File: src/hdl/mlrq_ram.sv
// Generic single-port-write, single-read RAM with registered read data.
// No dependencies.
`default_nettype none
module mlrq_ram #(
  parameter int unsigned Width = 8,
  parameter int unsigned Depth = 16
) (
  input  wire logic                     clk_i,
  input  wire logic                     we_i,
  input  wire logic [$clog2(Depth)-1:0] waddr_i,
  input  wire logic [Width-1:0]         wdata_i,
  input  wire logic [$clog2(Depth)-1:0] raddr_i,
  output logic [Width-1:0]              rdata_o
);
  logic [Width-1:0] mem_q [Depth];

  // Write port and registered read port
  always_ff @(posedge clk_i) begin
    if (we_i) begin
      mem_q[waddr_i] <= wdata_i;
    end
    rdata_o <= mem_q[raddr_i];
  end
endmodule
`default_nettype wire

File: config.mk
export PLATFORM = sky130hd
export DESIGN_NAME = mlrq_ram
export DESIGN_NICKNAME = d
export VERILOG_FILES = /design/src/hdl/mlrq_ram.sv
export SDC_FILE = /design/constraint.sdc
export NUM_CORES = 1
export LEC_CHECK = 0
export ABC_AREA = 1
export BUFFER_PORTS_ARGS = -buffer_cell sky130_fd_sc_hd__buf_2
export CELL_PAD_IN_SITES_DETAIL_PLACEMENT = 0
export CELL_PAD_IN_SITES_GLOBAL_PLACEMENT = 1
export CORE_MARGIN = 10
export CORE_UTILIZATION = 37
export CTS_CLUSTER_DIAMETER = 30
export DETAILED_ROUTE_END_ITERATION = 10
export GPL_TIMING_DRIVEN = 0
export PLACE_DENSITY_LB_ADDON = 0.1
export SKIP_LAST_GASP = 1
export SLEW_MARGIN = 20
export SYNTH_ARGS = -nofsm -noshare
export SYNTH_HDL_FRONTEND = slang
export SYNTH_SLANG_ARGS = --single-unit
export TNS_END_PERCENT = 50
File: constraint.sdc
create_clock -name clk_i -period 1.4 [get_ports clk_i]
set_input_delay 0.21 -clock clk_i [delete_from_list [all_inputs] [get_ports clk_i]]
set_output_delay 0.21 -clock clk_i [all_outputs]
set_load 0.005 [all_outputs]
---- Yosys cells after proc, flatten, opt, wreduce, memory -nomap -nowiden ----
Memory sizes are Yosys's and may differ from the RTL's. A register that Yosys moved wholly into a read port is not among the register bits.
Index checks and enable logic that the tools add are counted.
word-level totals
  register bits ........................... 0
  latch bits .............................. 0
  bits in writable memories ............... 128
  ROM bits ................................ 0
  logic and storage cells ................. 3
  memories kept ........................... 1
memory list
  memory  words  width  read ports  clocked after memory_dff  write ports  RTL line  RTL
  mem_q   16     8      1           1                         1            15        logic [Width-1:0] mem_q [Depth];
cells by class
  $add $sub $neg .......................... 0
  multiply operators ...................... 0
  divide/modulo/power cells ............... 0
  magnitude comparators ................... 0
  eq/ne operators ......................... 0
  shift-type cells ........................ 0
  muxes and demuxes ....................... 2
  bitwise logic cells ..................... 0
  reduce and logical (&&, ||, !) cells .... 0
operators by type and width
  cell     count
  $mux W1  2

---- Longest topological paths before layout ----
Gate-level depths: netlist (run 1).
  depth in word-level cells ............... 2
  gate-level depth with buffers ........... 8
  mapped depth without buffers ............ 7

---- Worst setup path after synthesis (run 1) ----
No wires, ideal clock.
  path type ............................... input-to-reg
  start point ............................. input waddr_i[2]
  end point ............................... memory mem_q[10][0] (enable)
  arrival ................................. 0.791 ns
  data required time ...................... 1.030 ns
  path slack .............................. 0.239 ns
  stages on the path ...................... 2
  cell sequence ........................... nand3b_1 > nor2_1
RTL lines
  what             RTL line  RTL
  start, declared  10        input wire logic [$clog2(Depth)-1:0] waddr_i,
  end, declared    15
Straight into the memory's write port.

---- Worst setup path in the final report (run 1) ----
  start point ............................. input waddr_i[3]
  end point ............................... memory mem_q[6][0] (enable)
Straight into the memory's write port.

==> qor.csv, run 1 <==
stage,metric,value,unit
synthesis,Async SR Flop Fraction,0,%
placed_design,Placer Congestion,0.791,
synthesis,Syn Area/Cell,10.5,sq um
hold_path,Hold Crit Depth,1,
sta,worst slew pin tran,1.02,ns
grt,Total GRT Usage,15.7,%
sta,Final Hold Fails,0,
final_layout,share of cells above drive strength 1,13.1,%
detailed_routing,DR iter-0 viols,315,
power,maximum vdd drop,0.000731,V
critical_path,Crit Path Max Fanout,8,
grt,total gr overflow,0,
critical_path,CP Class,primary input to flip-flop,
critical_path,r2r endpoint,rdata_o[1]$_DFF_P_,
critical_path,R2R Path Start,mem_q[11][1]$_DFFE_PP_,
sta,RSZ-0062 raised after global routing,no,
critical_path,"Req. time, crit path",1.44,ns
synthesis,Post-synth EDFFs,128,
synthesis,Syn Inst Count,551,
critical_path,"Arr. time, crit path",1.38,ns
final_layout,Layout area overhead,16.7,%
sta,FMAX,743,MHz
sta,Slew HR,31.7,%
detailed_routing,DRC Markers,0,
sta,Setup Skew,0.00441,ns
critical_path,critical path launch point type,primary input,
sta,setup violators final,0,
placed_design,DP HPWL,10100,um
hold_path,worst min-delay path category,primary input to flip-flop,
cts,H-tree depth,4,
floorplan,Initial Utilization,37.8,%
detailed_routing,WL/cell,18.8,um
floorplan,Core ar.,0.0153,sq mm
cts,hold_buf cts,0,
sta,WHS,0.210,ns
grt,largest net degree at the start of global routing,17,
floorplan,I/O Pins,26,
synthesis,top-count cell post-synth,nand2_1,
detailed_routing,post-route antenna net violation count,0,
synthesis,area share of the largest cell type after synthesis,66.7,%
cts,CTS tree,done,
critical_path,worst r2r path cells,6,
cts,post-CTS sizing,0,
sta,period utilization,96.1,%
synthesis,Synth Cell Area,0.00577,sq mm
power,Design Power,0.00962,W
sta,Final Max Tran Viols,0,
critical_path,Critical-path top delay cell,nor2_1,
synthesis,Ys Warns,0,
synthesis,"top cells by area, synth","edfxtp_1 (67%), nand2_1 (11%), nand3_1 (8.4%), inv_1 (6.5%), dfxtp_1 (2.8%)",
detailed_routing,Initial DRT Pass Iterations,5,
grt,first-pass GRT wire length,23100,um
cts,Max Root-Sink Buffers,2,
sta,min Tclk post-route,1.35,ns
floorplan,die extent in y,145,um
synthesis,synth unique cells,12,
cts,Clock transition at path regs,0.06,ns
hold_path,Worst Hold Launch,wdata_i[2],
floorplan,die footprint,0.0210,sq mm
critical_path,CP cell instances,"buf_2, nand3b_1, nor2_1",
detailed_routing,vias post-DR,3724,
final_layout,fin nets,610,
floorplan,Die X,145,um
synthesis,post-synthesis sequential area ratio,69.4,%
critical_path,CP endpoint kind,flip-flop,
detailed_routing,vias per cell,4.56,
cts,CTS sink count,136,
cts,Worst-Skew Late Latency,0.42,ns
grt,vias in the first global route,3602,
power,LEAKAGE,2.89,nW
status,status,finished clean,
power,Power Dens Cells,1430,mW/mm^2
synthesis,"FF+latch count, synth",136,
cts,Post-CTS Setup Bufs,0,
synthesis,Yosys top cell by area,edfxtp_1,
critical_path,Register-to-Register Setup Slack,0.37,ns
detailed_routing,routed wire length,15400,um
synthesis,most common flop cell mapped by yosys,edfxtp_1,
grt,initial antenna violation count,0,
placed_design,Buffers on Ports,22,
synthesis,commonest cells in the netlist,"nand2_1 (173), edfxtp_1 (128), inv_1 (100)",
floorplan,Row Count,45,
hold_path,WHS Endpoint,mem_q[2][2]$_DFFE_PP_,
cts,clock root buffer,clkbuf_16,
synthesis,net count after synthesis,569,
final_layout,diodes inserted,0,
critical_path,CP max stage delay,0.80,ns
job,Max Cap Viol,0,
cts,CTS buffer count,17,
==> cells by family after synthesis <==
kind of cell | synth area share [%]
and+or+nand+nor | 21.0
buffers and inverters | 9.52
DFF | 69.4
==> power by group <==
| part | total [W] | switching, W | internal, W |
|---|---|---|---|
| Clock | 0.00444 | 0.00167 | 0.00277 |
| Combinational | 0.000605 | 0.000430 | 0.000174 |
| Sequential | 0.00457 | 0.0000209 | 0.00455 |
==> critical path, delay by kind of cell <==
family | cells | cell delay, ns
buffers and inverters | 1 | 0.11
AND/OR/NAND/NOR | 2 | 1.05
==> layout by cell type, fill, tap and decap left out <==
master	count
inv_1	100
clkinv_1	1
nor2_2	2
nand3_1	97
clkinvlp_4	4
nand2_1	173
edfxtp_1	128
clkbuf_16	17
clkinv_2	5
clkbuf_1	1
buf_2	35
bufinv_16	3
buf_4	4
nor2_1	15
clkinv_4	1
buf_1	1
inv_2	2
buf_6	6
nand3b_1	2
dfxtp_1	8
==> worst max path at each step <==
stage                     from                     end  slack, ns  cells past startpoint
finish              waddr_i[3]   mem_q[6][0]$_DFFE_PP_       0.05                      3
global route        waddr_i[3]   mem_q[6][5]$_DFFE_PP_       0.05                      3
CTS                 waddr_i[3]   mem_q[4][0]$_DFFE_PP_       0.01                      3
detailed placement  waddr_i[3]   mem_q[4][0]$_DFFE_PP_      -0.44                      3
global placement    waddr_i[3]   mem_q[4][0]$_DFFE_PP_      -0.43                      3
floorplan           waddr_i[2]  mem_q[10][0]$_DFFE_PP_       0.24                      2
==> metrics by stage <==
stage	setup TNS (ns)	util [%]	instance area, sq um	worst slack (ns)	cells
3_3_place_gp	-27.90	40.2	6140	-0.428	784
2_1_floorplan	0	-	5770	0.239	551
3_5_place_dp	-30.19	40.2	6140	-0.440	784
5_1_grt	0	44.1	6730	0.0453	816
4_1_cts	0	44.1	6730	0.0120	816
6_report	0	44.1	6730	0.0542	816
==> area by class of cell <==
cell class                 instances  area [sq um]
buffer                            24           166
clock buffer                      18           429
clock inverter                    14           158
fill                            1477          8530
inverter                         102           383
multi-input combinational        289          1220
sequential                       136          4000
tap                              211           264
timing repair buffer              22           110
==> state kept, by name (all words and copies together), names as in the netlist <==
register / flops
mem_q: 128
rdata_o: 8
==> layer usage <==
| metal | track usage (%) | vias to the layer above | wire length (um) |
|---|---|---|---|
| met5 | 0 | - | 0 |
| met4 | 4.73 | 0 | 179 |
| met3 | 3.68 | 19 | 815 |
| met2 | 23.2 | 102 | 6880 |
| met1 | 22.4 | 1748 | 7500 |
| li1 | - | 1855 | - |
(Power assumes the default switching activity.)
==> run 2: changes to the inputs <==
--- a/config.mk
+++ b/config.mk
@@ -14,6 +14,7 @@
 export CTS_CLUSTER_DIAMETER = 30
 export DETAILED_ROUTE_END_ITERATION = 10
 export GPL_TIMING_DRIVEN = 0
+export MAX_ROUTING_LAYER = met4
 export PLACE_DENSITY_LB_ADDON = 0.1
 export SKIP_LAST_GASP = 1
 export SLEW_MARGIN = 20
==> run 2 against run 1 <==
  * Non-clock buffer count unchanged
  * Wire length increased by 0.49%
  * Register-to-register slack about the same
  * Setup slack improved by 0.055 ns
  * Sequential power about the same
  * Total power increased by 0.15%
  * Combinational power about the same
  * Count of clock-buffer cells in the layout unchanged
  * Core utilization unchanged
  * Clock skew increased by 0.0014 ns
  * Largest cell class unchanged
==> qor.csv, run 2 (synthesis gave the netlist of run 1 again) <==
stage,metric,value,unit,change
sta,period utilization,92.2,%,-3.9 points
floorplan,Row Count,45,,unchanged
cts,Max Root-Sink Buffers,2,,unchanged
detailed_routing,DR iter-0 viols,328,,+4.1%
critical_path,"Req. time, crit path",1.44,ns,about the same
cts,hold_buf cts,0,,unchanged
detailed_routing,routed wire length,15400,um,+0.49%
grt,largest net degree at the start of global routing,17,,unchanged
cts,CTS tree,done,,
critical_path,CP Depth,3,,unchanged
critical_path,CP startpoint,waddr_i[3],,
detailed_routing,WL/cell,18.9,um,+0.49%
floorplan,Initial Utilization,37.8,%,unchanged
power,LEAKAGE,2.89,nW,unchanged
sta,Final Max Tran Viols,0,,unchanged
sta,RSZ-0062 raised after global routing,no,,
sta,FMAX,775,MHz,+4.3%
final_layout,fillcell total,1477,,unchanged
critical_path,CP bufs+invs,1,,unchanged
grt,vias in the first global route,3598,,-0.11%
cts,CTS buffer count,17,,unchanged
grt,first-pass GRT wire length,23200,um,+0.36%
critical_path,R2R Path Start,mem_q[10][3]$_DFFE_PP_,,
sta,Final Hold Fails,0,,unchanged
critical_path,CP Class,primary input to flip-flop,,
grt,initial antenna violation count,0,,unchanged
power,maximum vdd drop,0.000729,V,-0.22%
cts,H-tree depth,4,,unchanged
critical_path,worst r2r path cells,6,,unchanged
floorplan,die footprint,0.0210,sq mm,unchanged
cts,clock root buffer,clkbuf_16,,
detailed_routing,vias post-DR,3730,,+0.16%
sta,setup violators final,0,,unchanged
critical_path,CP top delay family,simple AND/OR/NAND/NOR gates,,
cts,CTS sink count,136,,unchanged
detailed_routing,vias per cell,4.57,,+0.16%
final_layout,Layout area overhead,16.7,%,unchanged
hold_path,Hold Crit Depth,1,,unchanged
final_layout,footprint of the multi-input gates,0.00122,sq mm,unchanged
final_layout,diodes inserted,0,,unchanged
cts,Clock transition at path regs,0.06,ns,about the same
sta,Slew HR,30.8,%,-0.87 points
final_layout,Biggest register,mem_q,,
sta,min Tclk post-route,1.29,ns,-0.0549 ns
floorplan,I/O Pins,26,,unchanged
critical_path,CP cell instances,"buf_2, nand3b_1, nor2_1",,
final_layout,post-layout util,44.1,%,unchanged
power,Power Dens Cells,1430,mW/mm^2,+0.15%
hold_path,worst min-delay path category,primary input to flip-flop,,
final_layout,"most common cell after layout, fill and taps aside",nand2_1,,
critical_path,Crit Path Max Fanout,8,,unchanged
floorplan,die extent in y,145,um,unchanged
grt,total gr overflow,0,,unchanged
detailed_routing,DRC Markers,0,,unchanged
critical_path,Critical-path top delay cell,nor2_1,,
placed_design,Placer Congestion,0.802,,+1.4%
detailed_routing,post-route antenna net violation count,0,,unchanged
sta,worst slew pin tran,1.03,ns,+0.0130 ns
cts,Post-CTS Setup Bufs,0,,unchanged
sta,Setup Skew,0.00585,ns,+0.00144 ns
grt,Total GRT Usage,16.2,%,+0.43 points
final_layout,Reg area,0.00400,sq mm,unchanged
final_layout,top flop regs,"mem_q: 128 flops, rdata_o: 8 flops",,
critical_path,CP max stage delay,0.75,ns,-0.05 ns
status,status,finished clean,,
final_layout,max reg flops,128,,unchanged
floorplan,Core ar.,0.0153,sq mm,unchanged
power,Design Power,0.00963,W,+0.15%
placed_design,DP HPWL,10100,um,unchanged
detailed_routing,Initial DRT Pass Iterations,5,,unchanged
final_layout,"commonest non-fill, non-tap cells in the layout","nand2_1 (173), edfxtp_1 (128), inv_1 (100), nand3_1 (97), buf_2 (35)",,
job,Max Cap Viol,0,,unchanged
final_layout,fin nets,610,,unchanged
critical_path,critical path launch point type,primary input,,
final_layout,share of cells above drive strength 1,13.1,%,unchanged
cts,Worst-Skew Late Latency,0.42,ns,about the same
critical_path,CP endpoint kind,flip-flop,,
critical_path,"Arr. time, crit path",1.33,ns,-0.05 ns
floorplan,Die X,145,um,unchanged
hold_path,Worst Hold Launch,wdata_i[2],,
placed_design,Buffers on Ports,22,,unchanged
## run 2: cell counts in the layout (fill, tap and decap cells not counted)
No cell type changed its count.
## run 2: path summary, 6_finish.rpt
kind	end	slack [ns]
setup reg to reg	rdata_o[3]$_DFF_P_	0.37
hold / removal	mem_q[2][2]$_DFFE_PP_	0.21
setup / recovery	mem_q[7][0]$_DFFE_PP_	0.11
hold reg to reg	rdata_o[2]$_DFF_P_	0.68
## run 2: what timing repair did
item / CTS / global route
endpoints found under the hold margin: 0 / 0
setup endpoints to repair: 0 / 8
resized for setup: 0 / 1
## run 2: power breakdown
group,internal (W),total [W],switching [W]
sequential,0.00455,0.00457,0.0000210
clock,0.00277,0.00445,0.00168
combinational,0.000174,0.000606,0.000431
total,0.00750,0.00963,0.00213
## run 2: area by class of cell
cell class | instances | area share, %
sequential | 136 | 59.5
timing repair buffer | 22 | 1.64
buffer | 24 | 2.47
clock inverter | 14 | 2.34
inverter | 102 | 5.69
tap | 211 | 3.92
clock buffer | 18 | 6.37
multi-input combinational | 289 | 18.1
## run 2: through the flow
step	TNS, ns	hold slack, ns	cells	cell area [sq um]	setup WS (ns)
floorplan	0	0.309	551	5770	0.239
global placement	-27.90	0.596	784	6140	-0.428
detailed placement	-30.19	0.595	784	6140	-0.440
CTS	0	0.197	816	6730	0.0120
global route	0	0.210	816	6730	0.0468
finish	0	0.209	816	6730	0.109
## run 2: worst reg2reg max path, cell delays in order (launching register included)
cell and delay, ns:
edfxtp_1 0.35, nand2_1 0.07, nand2_1 0.09, nand2_1 0.10, nand3_1 0.08, nand3_1 0.14, nand2_1 0.08
## run 2: layer usage
metal | GRT usage (%) | part of all wire, % | up-vias
met4 | 4.73 | 1.1 | 0
met2 | 23.2 | 45 | 87
met5 | - | 0 | -
li1 | - | - | 1856
met3 | 3.36 | 4.3 | 14
met1 | 22.6 | 50 | 1773
==> run 3: changes to the inputs <==
--- a/config.mk
+++ b/config.mk
@@ -16,6 +16,7 @@
 export GPL_TIMING_DRIVEN = 0
 export MAX_ROUTING_LAYER = met4
 export PLACE_DENSITY_LB_ADDON = 0.1
+export RECOVER_POWER = 25
 export SKIP_LAST_GASP = 1
 export SLEW_MARGIN = 20
 export SYNTH_ARGS = -nofsm -noshare
==> constraint.sdc (replaced) <==
create_clock -name clk_i -period 1.4 [get_ports clk_i]
set_input_delay 0.28 -clock clk_i [delete_from_list [all_inputs] [get_ports clk_i]]
set_output_delay 0.28 -clock clk_i [all_outputs]
set_load 0.005 [all_outputs]
==> run 3 against run 2 <==
  * Die area did not move
  * Highest routed layer unchanged
  * Cell area barely moved
  * Wire length shrank 0.52%
==> qor.csv, run 3 (synthesis gave the netlist of run 1 again) <==
stage,metric,value,unit,change
status,status,finished clean,,
cts,H-tree depth,4,,unchanged
sta,Slew HR,31.2,%,+0.36 points
sta,Final Hold Fails,0,,unchanged
cts,clock root buffer,clkbuf_16,,
sta,Setup Skew,0.00590,ns,+0.0000487 ns
floorplan,Row Count,45,,unchanged
cts,CTS buffer count,17,,unchanged
final_layout,share of cells above drive strength 1,12.4,%,-0.66 points
power,Power Dens Cells,1430,mW/mm^2,about the same
power,LEAKAGE,2.88,nW,-0.38%
floorplan,die extent in y,145,um,unchanged
final_layout,fin nets,610,,unchanged
final_layout,"most common cell after layout, fill and taps aside",nand2_1,,
placed_design,DP HPWL,10100,um,unchanged
sta,Fin Setup TNS,0,ns,unchanged
sta,period utilization,97.5,%,+5.3 points
detailed_routing,WL/cell,18.8,um,-0.52%
critical_path,"Arr. time, crit path",1.41,ns,+0.08 ns
detailed_routing,routed wire length,15400,um,-0.52%
sta,PnR worst setup slack,0.0352,ns,-0.0739 ns
critical_path,Critical-path top delay cell,nor2_1,,
cts,CTS sink count,136,,unchanged
floorplan,Core ar.,0.0153,sq mm,unchanged
final_layout,Biggest register,mem_q,,
critical_path,CP Class,primary input to flip-flop,,
hold_path,worst min-delay path category,primary input to flip-flop,,
critical_path,"Req. time, crit path",1.44,ns,about the same
critical_path,critical path launch point type,primary input,,
sta,Final Max Tran Viols,0,,unchanged
sta,RSZ-0062 raised after global routing,yes,,
sta,worst slew pin tran,1.03,ns,-0.00533 ns
grt,initial antenna violation count,0,,unchanged
critical_path,CP max stage delay,0.76,ns,about the same
job,Max Cap Viol,0,,unchanged
grt,first-pass GRT wire length,23200,um,unchanged
detailed_routing,DRC Markers,0,,unchanged
final_layout,diodes inserted,0,,unchanged
critical_path,CP endpoint kind,flip-flop,,
detailed_routing,vias per cell,4.58,,+0.13%
critical_path,CP cell instances,"buf_2, nand3b_1, nor2_1",,
final_layout,top flop regs,"mem_q: 128 flops, rdata_o: 8 flops",,
detailed_routing,vias post-DR,3735,,+0.13%
placed_design,pre-CTS setup slack,-0.510,ns,-0.0700 ns
power,maximum vdd drop,0.000731,V,+0.29%
placed_design,Buffers on Ports,22,,unchanged
detailed_routing,DR iter-0 viols,324,,-1.2%
final_layout,Finished Layout Cells,816,,unchanged
cts,Worst-Skew Late Latency,0.42,ns,about the same
grt,vias in the first global route,3601,,+0.083%
final_layout,max reg flops,128,,unchanged
final_layout,Layout area overhead,16.7,%,about the same
floorplan,I/O Pins,26,,unchanged
sta,min Tclk post-route,1.36,ns,+0.0739 ns
detailed_routing,Initial DRT Pass Iterations,5,,unchanged
cts,CTS tree,done,,
detailed_routing,post-route antenna net violation count,0,,unchanged
cts,Clock transition at path regs,0.06,ns,about the same
cts,Post-CTS Setup Bufs,0,,unchanged
sta,setup violators final,0,,unchanged
grt,total gr overflow,0,,unchanged
placed_design,DP Cell Count,784,,unchanged
sta,FMAX,733,MHz,-5.4%
grt,Total GRT Usage,16.2,%,unchanged
grt,largest net degree at the start of global routing,17,,unchanged
cts,Max Root-Sink Buffers,2,,unchanged
placed_design,Placer Congestion,0.802,,unchanged
floorplan,die footprint,0.0210,sq mm,unchanged
critical_path,Crit Path Max Fanout,8,,unchanged
final_layout,"commonest non-fill, non-tap cells in the layout","nand2_1 (173), edfxtp_1 (128), inv_1 (100), nand3_1 (97), buf_2 (31)",,
floorplan,Initial Utilization,37.8,%,unchanged
floorplan,Die X,145,um,unchanged
run 3: cell types whose count changed in the layout (fill, tap and decap cells not counted), sizes merged:
cell    previous run  this run
clkbuf            18        22
buf               46        42
run 3: area by class of cell:
class / instances / area [sq um]
clock buffers: 18 / 429
fillers: 1475 / 8530
inverters: 102 / 383
well taps: 211 / 264
clock inverters: 14 / 158
flip-flops and latches: 136 / 4000
multi-input cells: 289 / 1220
repair buffers: 22 / 105
plain buffers: 24 / 166
run 3: worst max-delay path, delay by kind of cell:
family | cells | cell delay, ns
buf+inv | 1 | 0.11
simple gates | 2 | 1.01
run 3: final timing paths:
kind                          start                     to  slack, ns  cells past startpoint
max reg2reg  mem_q[12][3]$_DFFE_PP_     rdata_o[3]$_DFF_P_       0.37                      6
max                      waddr_i[3]  mem_q[7][0]$_DFFE_PP_       0.04                      3
min reg2reg   mem_q[6][2]$_DFFE_PP_     rdata_o[2]$_DFF_P_       0.68                      6
min                      wdata_i[1]  mem_q[0][1]$_DFFE_PP_       0.30                      1
run 3: per-layer routing:
metal  GRT usage (%)  wire [um]  up-vias
met3            3.36        717       17
met1            22.5       7600     1760
met2            23.4       6840      102
met5               -          0        -
met4            4.73        208        0
li1                -          -     1856
run 3: timing repair:
item                                    4_1_cts  5_1_grt
pin swaps                                     0        0
resized for setup                             1        1
gates cloned                                  0        0
endpoints found under the setup margin       16       16
hold buffers                                  0        0
run 3: through the flow:
step | instance area, sq um | total power, W | hold slack (ns) | util [%]
floorplan | 5770 | 0.00498 | 0.379 | -
global placement | 6140 | 0.00527 | 0.656 | 40.2
detailed placement | 6140 | 0.00527 | 0.665 | 40.2
CTS | 6730 | 0.00972 | 0.267 | 44.1
global route | 6730 | 0.0100 | 0.315 | 44.1
finish | 6730 | 0.00963 | 0.301 | 44.1
run 3: report_power, final:
group / internal (W) / total [W] / switching [W] / leakage [nW]
Sequential: 0.00455 / 0.00457 / 0.0000210 / 1.22
Combinational: 0.000172 / 0.000601 / 0.000429 / 1.38
Clock: 0.00277 / 0.00445 / 0.00168 / 0.279
